[config.mk]
export PLATFORM = sky130hd
export DESIGN_NAME = min_heap_priority_queue_flat
export DESIGN_NICKNAME = d
export VERILOG_FILES = /design/src/mhpq_pkg.sv /design/src/mhpq_if.sv /design/src/mhpq_csr.sv /design/src/mhpq_core.sv /design/src/min_heap_priority_queue.sv /design/src/flat_wrapper.sv
export SDC_FILE = /design/constraint.sdc
export NUM_CORES = 2
export LEC_CHECK = 0
export BUFFER_PORTS_ARGS = -buffer_cell sky130_fd_sc_hd__buf_2
export CAP_MARGIN = 10
export CORE_ASPECT_RATIO = 1.4
export CORE_MARGIN = 10
export CORE_UTILIZATION = 50
export DETAILED_ROUTE_END_ITERATION = 6
export GPL_ROUTABILITY_DRIVEN = 0
export PLACE_DENSITY = 0.74
export SETUP_SLACK_MARGIN = 0.02
export SYNTH_ARGS = -nofsm -noshare
export SYNTH_HDL_FRONTEND = slang
export SYNTH_HIERARCHICAL = 1
export SYNTH_SLANG_ARGS = --single-unit
[constraint.sdc]
create_clock -name clock -period 6.4 [get_ports clock]
set_clock_uncertainty 0.1 [all_clocks]
set_input_delay 0.96 -clock clock [delete_from_list [all_inputs] [get_ports clock]]
set_output_delay 0.96 -clock clock [all_outputs]
set_load 0.1 [all_outputs]
[src/mhpq_pkg.sv]
`default_nettype none
// ----------------------------------------------------------------------------
// mhpq_pkg
// shared widths, codes and defaults of the min-heap priority queue
// ----------------------------------------------------------------------------
package mhpq_pkg;

   localparam int DEPTH_DEF    = 16;
   localparam int KEY_BITS_DEF = 32;
   localparam int TAG_BITS_DEF = 16;

   localparam int CFG_BITS    = 5;
   localparam int STATUS_BITS = 2;

   localparam logic [STATUS_BITS-1:0] ST_DONE  = 2'd0;
   localparam logic [STATUS_BITS-1:0] ST_FULL  = 2'd1;
   localparam logic [STATUS_BITS-1:0] ST_EMPTY = 2'd2;

   localparam logic OP_ENQ = 1'b0;
   localparam logic OP_DEQ = 1'b1;

   localparam logic [CFG_BITS-1:0] LIMIT_RESET = 5'd16;
   // byte address of the capacity limit register
   localparam logic [1:0]          REG_LIMIT   = 2'd0;

endpackage
`default_nettype wire

[src/mhpq_if.sv]
`default_nettype none
// ----------------------------------------------------------------------------
// mhpq_req_if / mhpq_rsp_if
// valid/ready channels of the queue
// ----------------------------------------------------------------------------
interface mhpq_req_if #(
   parameter int KEY_BITS = 32,
   parameter int TAG_BITS = 16
) ();
   logic                req_valid;
   logic                req_ready;
   logic                req_type;
   logic [KEY_BITS-1:0] entry_key;
   logic [TAG_BITS-1:0] entry_tag;
   modport source (output req_valid, req_type, entry_key, entry_tag, input req_ready);
   modport sink   (input req_valid, req_type, entry_key, entry_tag, output req_ready);
endinterface

interface mhpq_rsp_if #(
   parameter int KEY_BITS = 32,
   parameter int TAG_BITS = 16,
   parameter int CNT_BITS = 5
) ();
   logic                rsp_valid;
   logic                rsp_ready;
   logic [1:0]          status;
   logic [KEY_BITS-1:0] out_key;
   logic [TAG_BITS-1:0] out_tag;
   logic [CNT_BITS-1:0] entry_count;
   logic [KEY_BITS-1:0] head_key;
   logic [TAG_BITS-1:0] head_tag;
   modport source (output rsp_valid, status, out_key, out_tag, entry_count, head_key,
                   head_tag, input rsp_ready);
   modport sink   (input rsp_valid, status, out_key, out_tag, entry_count, head_key,
                   head_tag, output rsp_ready);
endinterface
`default_nettype wire

[src/mhpq_csr.sv]
`default_nettype none
// ----------------------------------------------------------------------------
// mhpq_csr
// apb register file: capacity limit
// ----------------------------------------------------------------------------
module mhpq_csr (
   input  wire logic                           clock,
   input  wire logic                           reset,
   input  wire logic                           csr_psel,
   input  wire logic                           csr_penable,
   input  wire logic                           csr_pwrite,
   input  wire logic [1:0]                     csr_paddr,
   input  wire logic [31:0]                    csr_pwdata,
   output logic [31:0]                         csr_prdata,
   output logic                                csr_pready,
   output logic [mhpq_pkg::CFG_BITS-1:0]       limit
);
   import mhpq_pkg::*;

   logic [CFG_BITS-1:0] limit_ff, limit_in;
   logic                sel_limit;

   assign sel_limit  = (csr_paddr == REG_LIMIT);
   assign csr_pready = 1'b1;
   assign limit      = limit_ff;

   always_comb begin
      limit_in = limit_ff;
      if (csr_psel && csr_penable && csr_pwrite && sel_limit) begin
         limit_in = csr_pwdata[CFG_BITS-1:0];
      end
   end

   always_comb begin
      csr_prdata = '0;
      if (sel_limit) begin
         csr_prdata = {{(32-CFG_BITS){1'b0}}, limit_ff};
      end
   end

   always_ff @(posedge clock) begin
      if (reset) begin
         limit_ff <= LIMIT_RESET;
      end else begin
         limit_ff <= limit_in;
      end
   end
endmodule
`default_nettype wire

[src/mhpq_core.sv]
`default_nettype none
// ----------------------------------------------------------------------------
// mhpq_core
// heap sequencer around one synchronous memory, sift up / sift down
// ----------------------------------------------------------------------------
module mhpq_core #(
   parameter int DEPTH    = mhpq_pkg::DEPTH_DEF,
   parameter int KEY_BITS = mhpq_pkg::KEY_BITS_DEF,
   parameter int TAG_BITS = mhpq_pkg::TAG_BITS_DEF
) (
   input  wire logic                          clock,
   input  wire logic                          reset,
   input  wire logic [mhpq_pkg::CFG_BITS-1:0] limit,
   mhpq_req_if.sink                           req,
   mhpq_rsp_if.source                         rsp
);
   import mhpq_pkg::*;

   localparam int CB = $clog2(DEPTH + 1);  // count bits
   localparam int AB = $clog2(DEPTH);      // address bits (zero-based)
   localparam int EB = KEY_BITS + TAG_BITS;

   typedef enum logic [3:0] {
      S_IDLE, S_UP_RD, S_UP_CMP, S_DQ_RD, S_DQ_ROOT, S_DN_RD, S_DN_CMP, S_HEAD_RD,
      S_HEAD, S_OUT
   } state_type;

   // memory: one write and two registered reads a cycle
   logic [EB-1:0] mem [DEPTH];
   logic          we;
   logic [AB-1:0] wa, ra0, ra1;
   logic [EB-1:0] wd, rd0_ff, rd1_ff;

   always_ff @(posedge clock) begin
      if (we) begin
         mem[wa] <= wd;
      end
      rd0_ff <= mem[ra0];
      rd1_ff <= mem[ra1];
   end

   state_type      state_ff, state_in;
   logic [CB-1:0]  cnt_ff, cnt_in;
   logic [CB-1:0]  pos_ff, pos_in;   // one-based position of the moving entry
   logic [CB:0]    ch_ff, ch_in;     // left child, one-based
   logic [EB-1:0]  cur_ff, cur_in;   // moving entry
   logic [1:0]     st_ff, st_in;
   logic [EB-1:0]  out_ff, out_in;
   logic [EB-1:0]  head_ff, head_in;
   logic           vld_ff, vld_in;
   logic [CB-1:0]  lim;

   assign lim = (int'(limit) > DEPTH) ? CB'(DEPTH) : CB'(limit);

   function automatic logic [AB-1:0] adr(input logic [CB:0] p);
      logic [CB:0] q;
      q = p - 1'b1;
      return q[AB-1:0];
   endfunction

   function automatic logic [KEY_BITS-1:0] k(input logic [EB-1:0] e);
      return e[EB-1:TAG_BITS];
   endfunction

   // right child address, wraps harmlessly when out of range
   function automatic logic [AB-1:0] ch_r_ok_next(input logic [CB-1:0] p);
      logic [CB+1:0] q;
      q = {1'b0, p, 1'b0};
      return q[AB-1:0];
   endfunction

   logic          ch_r_ok, pick_r;
   logic [EB-1:0] child;
   logic [CB:0]   cpos;

   always_comb begin
      ch_r_ok = (ch_ff + 1'b1) <= {1'b0, cnt_ff};
      pick_r  = ch_r_ok && (k(rd1_ff) < k(rd0_ff));
      child   = pick_r ? rd1_ff : rd0_ff;
      cpos    = pick_r ? ch_ff + 1'b1 : ch_ff;
   end

   assign req.req_ready = (state_ff == S_IDLE);
   assign rsp.rsp_valid = vld_ff;
   assign rsp.status    = st_ff;
   assign rsp.out_key   = out_ff[EB-1:TAG_BITS];
   assign rsp.out_tag   = out_ff[TAG_BITS-1:0];
   assign rsp.entry_count = cnt_ff;
   assign rsp.head_key  = head_ff[EB-1:TAG_BITS];
   assign rsp.head_tag  = head_ff[TAG_BITS-1:0];

   always_comb begin
      state_in = state_ff;
      cnt_in = cnt_ff; pos_in = pos_ff; ch_in = ch_ff; cur_in = cur_ff;
      st_in = st_ff; out_in = out_ff; head_in = head_ff; vld_in = vld_ff;
      we = 1'b0; wa = '0; wd = cur_ff;
      ra0 = adr({1'b0, pos_ff} >> 1); ra1 = '0;
      case (state_ff)
         S_IDLE: begin
            if (req.req_valid) begin
               st_in = ST_DONE; out_in = '0;
               if (req.req_type == OP_ENQ) begin
                  if (cnt_ff < lim) begin
                     cur_in = {req.entry_key, req.entry_tag};
                     pos_in = cnt_ff + 1'b1;
                     cnt_in = cnt_ff + 1'b1;
                     state_in = S_UP_RD;
                  end else begin
                     st_in = ST_FULL;
                     state_in = S_HEAD_RD;
                  end
               end else if (cnt_ff == '0) begin
                  st_in = ST_EMPTY;
                  state_in = S_HEAD_RD;
               end else begin
                  state_in = S_DQ_RD;
               end
            end
         end
         S_UP_RD: begin
            if (pos_ff == 1) begin
               we = 1'b1; wa = '0; state_in = S_HEAD_RD;
            end else begin
               ra0 = adr({1'b0, pos_ff} >> 1);
               state_in = S_UP_CMP;
            end
         end
         S_UP_CMP: begin
            we = 1'b1; wa = adr({1'b0, pos_ff});
            if (k(cur_ff) < k(rd0_ff)) begin
               wd = rd0_ff;
               pos_in = pos_ff >> 1;
               state_in = S_UP_RD;
            end else begin
               state_in = S_HEAD_RD;
            end
         end
         S_DQ_RD: begin
            ra0 = '0; ra1 = adr({1'b0, cnt_ff});
            state_in = S_DQ_ROOT;
         end
         S_DQ_ROOT: begin
            out_in = rd0_ff; cur_in = rd1_ff;
            cnt_in = cnt_ff - 1'b1;
            pos_in = CB'(1);
            state_in = S_DN_RD;
         end
         S_DN_RD: begin
            ch_in = {1'b0, pos_ff} << 1;
            if (({1'b0, pos_ff} << 1) > {1'b0, cnt_ff}) begin
               we = (cnt_ff != '0); wa = adr({1'b0, pos_ff});
               state_in = S_HEAD_RD;
            end else begin
               ra0 = adr({1'b0, pos_ff} << 1);
               ra1 = ch_r_ok_next(pos_ff);
               state_in = S_DN_CMP;
            end
         end
         S_DN_CMP: begin
            we = 1'b1; wa = adr({1'b0, pos_ff});
            if (k(child) < k(cur_ff)) begin
               wd = child;
               pos_in = cpos[CB-1:0];
               state_in = S_DN_RD;
            end else begin
               state_in = S_HEAD_RD;
            end
         end
         S_HEAD_RD: begin
            ra0 = '0;
            state_in = S_HEAD;
         end
         S_HEAD: begin
            head_in = (cnt_ff == '0) ? '0 : rd0_ff;
            vld_in = 1'b1;
            state_in = S_OUT;
         end
         S_OUT: begin
            if (rsp.rsp_ready) begin
               vld_in = 1'b0;
               state_in = S_IDLE;
            end
         end
         default: state_in = S_IDLE;
      endcase
   end

   always_ff @(posedge clock) begin
      if (reset) begin
         state_ff <= S_IDLE; cnt_ff <= '0; vld_ff <= 1'b0;
      end else begin
         state_ff <= state_in; cnt_ff <= cnt_in; vld_ff <= vld_in;
      end
      pos_ff <= pos_in; ch_ff <= ch_in; cur_ff <= cur_in;
      st_ff <= st_in; out_ff <= out_in; head_ff <= head_in;
   end

   a_cnt_range: assert property (@(posedge clock) disable iff (reset)
      cnt_ff <= CB'(DEPTH)) else $error("count above depth");
   a_full_st: assert property (@(posedge clock) disable iff (reset)
      vld_ff && st_ff == ST_FULL |-> cnt_ff >= lim) else $error("drop while room");
   a_empty_head: assert property (@(posedge clock) disable iff (reset)
      vld_ff && cnt_ff == '0 |-> head_ff == '0) else $error("head of empty queue");
   a_hold: assert property (@(posedge clock) disable iff (reset)
      vld_ff && !rsp.rsp_ready |=> vld_ff && $stable(cnt_ff)) else $error("word lost");
endmodule
`default_nettype wire

[src/min_heap_priority_queue.sv]
`default_nettype none
// ----------------------------------------------------------------------------
// min_heap_priority_queue
// binary min-heap priority queue on one synchronous memory
// ----------------------------------------------------------------------------
//  channel   ports   dir  word
//  request   req_*   in   req_type, entry_key, entry_tag
//  response  rsp_*   out  status, out_key, out_tag, entry_count, head_*
//  config    csr_*   in   apb, capacity_limit at 0x0
//
//  a full or empty request goes straight to the head read and the response; an
//  enqueue climbs one heap level per memory read and compare, and a dequeue reads the
//  root and the last entry, then descends one level per memory read and compare. one
//  word in flight; the response register holds under stall and the next request
//  waits until taken. synchronous reset empties the queue and sets the limit to 16.
module min_heap_priority_queue #(
   parameter int DEPTH    = mhpq_pkg::DEPTH_DEF,
   parameter int KEY_BITS = mhpq_pkg::KEY_BITS_DEF,
   parameter int TAG_BITS = mhpq_pkg::TAG_BITS_DEF
) (
   input  wire logic        clock,
   input  wire logic        reset,
   mhpq_req_if.sink         req,
   mhpq_rsp_if.source       rsp,
   input  wire logic        csr_psel,
   input  wire logic        csr_penable,
   input  wire logic        csr_pwrite,
   input  wire logic [1:0]  csr_paddr,
   input  wire logic [31:0] csr_pwdata,
   output logic [31:0]      csr_prdata,
   output logic             csr_pready
);
   import mhpq_pkg::*;

   logic [CFG_BITS-1:0] limit;

   mhpq_csr u_csr (
      .clock, .reset, .csr_psel, .csr_penable, .csr_pwrite, .csr_paddr, .csr_pwdata,
      .csr_prdata, .csr_pready, .limit
   );

   mhpq_core #(.DEPTH(DEPTH), .KEY_BITS(KEY_BITS), .TAG_BITS(TAG_BITS)) u_core (
      .clock, .reset, .limit, .req, .rsp
   );
endmodule
`default_nettype wire

[src/flat_wrapper.sv]
// flat-port wrapper written by rule: the top's interface ports become plain ports
module min_heap_priority_queue_flat import mhpq_pkg::*;
#(
   parameter int DEPTH    = mhpq_pkg::DEPTH_DEF,
   parameter int KEY_BITS = mhpq_pkg::KEY_BITS_DEF,
   parameter int TAG_BITS = mhpq_pkg::TAG_BITS_DEF
)
  (clock, reset, csr_psel, csr_penable, csr_pwrite, csr_paddr, csr_pwdata, csr_prdata, csr_pready, req_req_valid, req_req_type, req_entry_key, req_entry_tag, req_req_ready, rsp_rsp_valid, rsp_status, rsp_out_key, rsp_out_tag, rsp_entry_count, rsp_head_key, rsp_head_tag, rsp_rsp_ready);
  mhpq_req_if #(.KEY_BITS(KEY_BITS), .TAG_BITS(TAG_BITS)) req_i ();
  mhpq_rsp_if #(.KEY_BITS(KEY_BITS), .TAG_BITS(TAG_BITS)) rsp_i ();
  input  wire logic clock;
  input  wire logic reset;
  input  wire logic csr_psel;
  input  wire logic csr_penable;
  input  wire logic csr_pwrite;
  input  wire logic [1:0] csr_paddr;
  input  wire logic [31:0] csr_pwdata;
  output logic [31:0] csr_prdata;
  output logic csr_pready;
  input wire logic [$bits(req_i.req_valid)-1:0] req_req_valid;
  input wire logic [$bits(req_i.req_type)-1:0] req_req_type;
  input wire logic [$bits(req_i.entry_key)-1:0] req_entry_key;
  input wire logic [$bits(req_i.entry_tag)-1:0] req_entry_tag;
  output wire logic [$bits(req_i.req_ready)-1:0] req_req_ready;
  output wire logic [$bits(rsp_i.rsp_valid)-1:0] rsp_rsp_valid;
  output wire logic [$bits(rsp_i.status)-1:0] rsp_status;
  output wire logic [$bits(rsp_i.out_key)-1:0] rsp_out_key;
  output wire logic [$bits(rsp_i.out_tag)-1:0] rsp_out_tag;
  output wire logic [$bits(rsp_i.entry_count)-1:0] rsp_entry_count;
  output wire logic [$bits(rsp_i.head_key)-1:0] rsp_head_key;
  output wire logic [$bits(rsp_i.head_tag)-1:0] rsp_head_tag;
  input wire logic [$bits(rsp_i.rsp_ready)-1:0] rsp_rsp_ready;
  assign req_i.req_valid = req_req_valid;
  assign req_i.req_type = req_req_type;
  assign req_i.entry_key = req_entry_key;
  assign req_i.entry_tag = req_entry_tag;
  assign req_req_ready = req_i.req_ready;
  assign rsp_rsp_valid = rsp_i.rsp_valid;
  assign rsp_status = rsp_i.status;
  assign rsp_out_key = rsp_i.out_key;
  assign rsp_out_tag = rsp_i.out_tag;
  assign rsp_entry_count = rsp_i.entry_count;
  assign rsp_head_key = rsp_i.head_key;
  assign rsp_head_tag = rsp_i.head_tag;
  assign rsp_i.rsp_ready = rsp_rsp_ready;
  min_heap_priority_queue #(.DEPTH(DEPTH), .KEY_BITS(KEY_BITS), .TAG_BITS(TAG_BITS)) u_core (.clock(clock), .reset(reset), .req(req_i), .rsp(rsp_i), .csr_psel(csr_psel), .csr_penable(csr_penable), .csr_pwrite(csr_pwrite), .csr_paddr(csr_paddr), .csr_pwdata(csr_pwdata), .csr_prdata(csr_prdata), .csr_pready(csr_pready));
endmodule
# Yosys cells after proc, flatten, opt, wreduce, memory -nomap -nowiden

Memory sizes are Yosys's and may differ from the RTL's. A register that Yosys moved wholly into a read port is not among the register bits.
Index checks and enable logic that the tools add are counted.
Widths: inputs -> output; s select.

$add $sub $neg: 7
Order comparisons: 7
Equal/unequal tests: 16
Muxes and demuxes: 46
Reductions and logical operators: 19

Operator list:

| cell                | count |
|---|---|
| $mux 48             | 7 |
| $pmux 48 s2         | 3 |
| $lt 32x32->1        | 3 |
| $mux 5              | 8 |
| $pmux 4 s10         | 1 |
| $mux 4              | 6 |
| $pmux 4 s2          | 3 |
| $pmux 5 s4          | 1 |
| $eq 4x3->1 const B  | 4 |
| $sub 4x1->4 const B | 4 |
| $mux 3              | 4 |
| $ne 2x2->1 const B  | 5 |
| $pmux 5 s2          | 1 |
| $eq 4x2->1 const B  | 2 |
| $eq 4x4->1 const B  | 2 |
| $reduce_and 2->1    | 4 |
| $mux 1              | 7 |
| $add 6x1->6 const B | 1 |
| $gt 6x5->1          | 1 |
| $le 6x5->1          | 1 |
| $mux 2              | 3 |
| $reduce_and 6->1    | 1 |
| $add 5x1->5 const B | 1 |
| $eq 5x1->1 const B  | 1 |
| other kinds (16)    | 21 |

Register bits after elaboration: 171
Memory bits (writable): 768
Input bits: 90
Output and inout bits: 138
Word-level logic and storage cells: 106
Memories: 1

Memory list:

| name              | depth | width | read ports | clocked after memory_dff | write ports | RTL line        | text |
|---|---|---|---|---|---|---|---|
| u_core.u_core.mem | 16    | 48    | 2          | 2                        | 1           | mhpq_core.sv:29 | `logic [EB-1:0] mem [DEPTH];` |

# Longest topological paths before layout

Depth in word-level cells: 7
Gate-level depth with buffers: 21

# Modules after synthesis

The synthesis kept the hierarchy.

By module, submodules not included:

| module    | instances | cells each | area each (sq um) |
|---|---|---|---|
| mhpq_core | 1         | 3,797      | 48,889.4 |
| mhpq_csr  | 1         | 59         | 493.0 |

# Worst setup path after synthesis

Ideal clock, no wire load.

Path kind: input to register
Start: input req_req_valid
End: register u_core.u_core.cnt_ff[4], in the netlist u_core/u_core/rsp.entry_count[4]
Setup time: 71 ps
Data arrival time: 6,619 ps
Slack: -390 ps
Cell stages on the path: 6
Buffers on the path: 0
Path through: nor2_1 -> nor3_1 -> o21ai_1 -> inv_1 -> o211ai_1 -> a21oi_1

Longest elaborated chain between the ends: 2

RTL lines:

| element                    | RTL line           | text |
|---|---|---|
| start: declaration         | flat_wrapper.sv:20 | `input wire logic [$bits(req_i.req_valid)-1:0] req_req_valid;` |
| $ne 2x2->1 (no line)       | -                  |  |
| $reduce_and 4->1 (no line) | -                  |  |
| end signal: assignment     | mhpq_core.sv:192   | `state_ff <= state_in; cnt_ff <= cnt_in; vld_ff <= vld_in;` |
| end: declaration           | mhpq_core.sv:43    | `logic [CB-1:0] cnt_ff, cnt_in;` |

No other way between the ends.
A chain may end at the register's enable or synchronous reset.

# Final worst setup path

Start: register u_core.u_core.rd0_ff[43], read port of u_core.u_core.mem
End: memory u_core/u_core/mem[2][22] (netlist bit), data pin

Longest elaborated chain between the ends: 6
Elaborated cells on any way between the ends: 8
Classes of those cells: order compare (3); mux (4); reduce/logical (1)

RTL lines:

| element                  | RTL line         | text |
|---|---|---|
| start: declaration       | mhpq_core.sv:32  | `logic [EB-1:0] wd, rd0_ff, rd1_ff;` |
| $lt 32x32->1             | mhpq_core.sv:78  | `pick_r = ch_r_ok && (k(rd1_ff) < k(rd0_ff));` |
| $logic_and 1x1->1        | mhpq_core.sv:78  |  |
| $mux 48                  | mhpq_core.sv:79  | `child = pick_r ? rd1_ff : rd0_ff;` |
| $lt 32x32->1             | mhpq_core.sv:161 | `if (k(child) < k(cur_ff)) begin` |
| $mux 48                  | mhpq_core.sv:161 |  |
| $pmux 48 s2 (*)          | mhpq_core.sv:98  | `case (state_ff)` |
| via u_core.u_core.wd[22] | mhpq_core.sv:32  |  |
| end: declaration         | mhpq_core.sv:29  |  |

Mark *: on every way through the listed nets, which the timed path passes. The rest lies on a longest branch.

==> impl_metrics.ini <==
[power]
power.switching_fraction = 0.4294
cell_internal_pwr_uw = 17700
comb_power_share = 0.471
leakage_uw = 0.01940
power.clock.fraction = 0.190
vdd_drop_max_mv = 0.6191
power-per-cell-area_mw_per_mm2 = 561.3
power.switching_uw = 13320
power.sequential.fraction = 0.339

[worst_setup_path]
critical_path_buf_inv_count = 2
reg2reg_from = u_core/u_core/rd0_ff[43]
crit_path_end_kind = flip-flop
cp_slowest_cell = o221ai_1
critical-path-top-delay-family = compound AO/OA/AOI/OAI gates
critPathArrivalTime_ns = 6.52
worstSetupPathType = reg -> reg
r2r_cells = 18
timing.critical_path.cells = inv_1 > ha_1 > a21oi_1 > o21ai_1 > a2111oi_1 > buf_4 > o211ai_1 > nor2_4 > mux2_2 > ha_1 > nand4_1 > nor3_2 > nand4_1 > a211o_1 > or3_1 > and3_4 > o21a_2 > o221ai_1
regToRegEndpoint = u_core/u_core/mem[2][22]
critical-path-max-stage-delay_ns = 0.87
worst_setup_path_start_kind = flip-flop
r2r_slack_ns = 0.12
critical_path_peak_fanout = 16
timing.critical_path.required_ns = 6.64

[global_route]
pin_count_of_the_biggest_net_entering_global_routing = 141
grt_antenna_before_repair = 8
grt_util_all_layers = 0.2441
grt_pass1_wl_um = 206300
vias_in_the_first_global_route = 33890
grt_overflow_total = 0

[floorplan]
number_of_top_level_pins = 228
dieHeight_um = 391.8
core_area_sq_mm = 0.09818
die-width_um = 285.6
effective_utilization_at_floorplan = 0.5030
num_rows = 136
die_area_sq_mm = 0.1119

[logic_synthesis]
synth_cell_types = 73
ys_ff_latch = 1035
post_synth_instance_area_sq_mm = 0.04938
seq_area_frac_synth = 0.6069
synth-main-ff-cell = edfxtp_1
synth_largest_type_area_fraction = 0.5619
number_of_instances_in_the_synthesized_netlist = 3856
synth_edf_count = 924
synth.yosys.warnings = 6
ys_top_cells_by_area = edfxtp_1, mux4_2, nand2_1
synth_async_sr_flop_share = 0
synth.avg_cell_area_sq_um = 12.81
leading_area_contributor_after_synthesis = edfxtp_1

[sta]
report.final.setup_viol = 0
finalHoldViolations = 0
grt_setup_unrepaired = yes
slew_headroom = 0.1678
timing.final.max_slew_violations = 0
min_period_over_period = 0.9810
timing.fmax_mhz = 159.3
final.setup.worst_slack_ns = 0.1214
layout_min_cycle_time_ns = 6.279
worst_pin_slew_ns = 1.245

[routing]
final_antenna_net_count = 0
vias_per_cell = 6.304
detail_route.first_pass.iterations = 7
route.final.wire_length_um = 138900
route.detailed.wl_per_inst_um = 25.78
dr_total_vias = 33960
remaining_routing_drc_violations = 3
drt-initial-drc-count = 4561

[layout]
syn_to_layout_area_delta_pct = 11.93
num_antenna_cells = 0
fin_nets = 4194
fraction_of_final_layout_cells_sized_beyond_drive_strength_1 = 0.1892
final_common_cell = edfxtp_1
final_cells = 5387
layout_common_cells = edfxtp_1, nand2_1, nor2_1
sequential_cell_area_sq_mm = 0.02997
final.fill_count = 7673
multiInputGateArea_sq_mm = 0.01799

[outcome]
violated_checks = design-rule violations
status = finished, violations left

[cts]
cts_root_buf = clkbuf_16
cts-root-to-sink-buffers = 3
htree_levels = 3
clock_sinks = 1035
clk-insertion-delay-late_ns = 0.71
number_of_buffers_inserted_during_clock_tree_synthesis = 97
cts-hold-fix-buffers = 0
clkSlewWorstSetupHoldPaths_ns = 0.06
cts_tree = done

[min_path]
worstHoldStart = u_core/u_core/rsp.rsp_valid
holdCritPathClass = reg -> reg
holdPathEnd = u_core/u_core/rsp.rsp_valid
hold_path_depth = 2

[placement]
detailedPlacementHpwl_um = 80880
placedCellCount = 5205
preCtsSetupSlack_ns = 0.1850
port_buffers = 172

[flow_run]
drv_cap = 0
==> timing repair <==
action / CTS / global route
endpoints found under the setup margin: 0 / 144
setup buffers: 0 / 0
resized for setup: 0 / 3
==> through the flow <==
step	TNS [ns]	cell area [sq um]	power [uW]	hold WS, ns	util
final	0	55280	31030	0.3937	0.5630
after global routing	-2.419	55280	32510	0.4229	0.5630
after CTS	0	55260	30830	0.3829	0.5628
after detailed placement	0	52020	24900	0.3848	0.5299
after global placement	0	52020	24600	0.3657	0.5299
after floorplan	0	49490	20320	0.3518	-
==> cell type report <==
| type | instances | area share |
|---|---|---|
| clock buffer | 139 | 0.04930 |
| inverter | 100 | 0.006791 |
| tap | 1311 | 0.02968 |
| multi-input combinational | 2468 | 0.3254 |
| sequential | 1035 | 0.5422 |
| clock inverter | 43 | 0.009258 |
| timing repair buffer | 291 | 0.03739 |
==> flip-flops by register name, summed over array words and instances, names as in the netlist <==
| name | count |
|---|---|
| u_core/u_core/rsp.rsp_valid | 1 |
| u_core/u_core/rsp.entry_count | 5 |
| u_core/u_core/cur_ff | 48 |
| u_core/u_core/head_ff | 48 |
| u_core/u_core/ch_ff | 5 |
| u_core/u_core/rd0_ff | 48 |
| u_core/u_core/mem | 768 |
| u_core/u_csr/limit | 5 |
| u_core/u_core/rd1_ff | 48 |
| u_core/u_core/state_ff | 4 |
| u_core/u_core/pos_ff | 5 |
| u_core/u_core/rsp.status | 2 |
| u_core/u_core/out_ff | 48 |
==> per-layer routing <==
metal,GRT usage,vias up,part of all wire
met2,0.4010,2266,0.47
met5,0,-,0.00042
met4,0.1322,12,0.056
met3,0.05065,448,0.12
met1,0.3012,16590,0.35
li1,-,14650,-
==> worst max path at each step <==
stage,startpoint,to,cells after the start,slack (ns)
5_1_grt,u_core/u_core/rd0_ff[43],u_core/u_core/mem[14][19],18,-0.08
4_1_cts,u_core/u_core/rd0_ff[43],u_core/u_core/mem[9][30],18,0.14
6_report,u_core/u_core/rd0_ff[43],u_core/u_core/mem[2][22],18,0.12
3_5_place_dp,u_core/u_core/rd0_ff[41],u_core/u_core/mem[10][30],18,0.19
3_3_place_gp,u_core/u_core/rd0_ff[43],u_core/u_core/mem[11][30],18,0.28
2_1_floorplan,u_core/u_core/rsp.entry_count[2],u_core/u_core/mem[0][17],20,0.58
==> synthesized netlist by cell type (15+ instances only) <==
master,count
a211oi_1,58
a21oi_1,35
a221o_1,17
a31oi_1,49
and2_1,82
buf_1,15
buf_2,95
buf_4,43
buf_6,15
clkbuf_1,111
dfxtp_1,111
edfxtp_1,924
ha_1,111
inv_1,99
mux2_2,31
mux2i_1,27
mux4_2,240
nand2_1,665
nand2b_1,41
nand3_1,261
nor2_1,477
o2111ai_1,48
o21a_1,42
o21ai_0,40
o221ai_1,80
==> worst register-to-register path, cell delays in order (launching register included) <==
cell and delay (ns):
dfxtp_1 0.35, inv_1 0.11, ha_1 0.32, a21oi_1 0.14, o21ai_1 0.11, a2111oi_1 0.41
buf_4 0.21, o211ai_1 0.19, nor2_4 0.35, mux2_2 0.40, ha_1 0.32, nand4_1 0.20
nor3_2 0.45, nand4_1 0.21, a211o_1 0.30, or3_1 0.35, and3_4 0.22, o21a_2 0.29
o221ai_1 0.87
==> logic make-up after synthesis <==
logic type	count (synthesis)	share of synthesized area
AND/OR/NAND/NOR	1590	0.1381
flip-flops	1035	0.6069
AO/OA/AOI/OAI	427	0.06547
buffers and inverters	379	0.03676
multiplexers	298	0.1220
adder cells (fa/ha/maj)	111	0.02812
XOR/XNOR	14	0.002483
other	2	0.0001521
==> power groups by stage <==
stage | combinational, uW | clock, uW | sequential (uW)
2_1_floorplan | 9070 | 0 | 11300
3_3_place_gp | 14000 | 0 | 10600
3_5_place_dp | 14300 | 0 | 10600
4_1_cts | 14400 | 5990 | 10500
5_1_grt | 15700 | 6240 | 10600
6_report | 14600 | 5910 | 10500
Note: power is estimated with default switching activity, not from simulation.
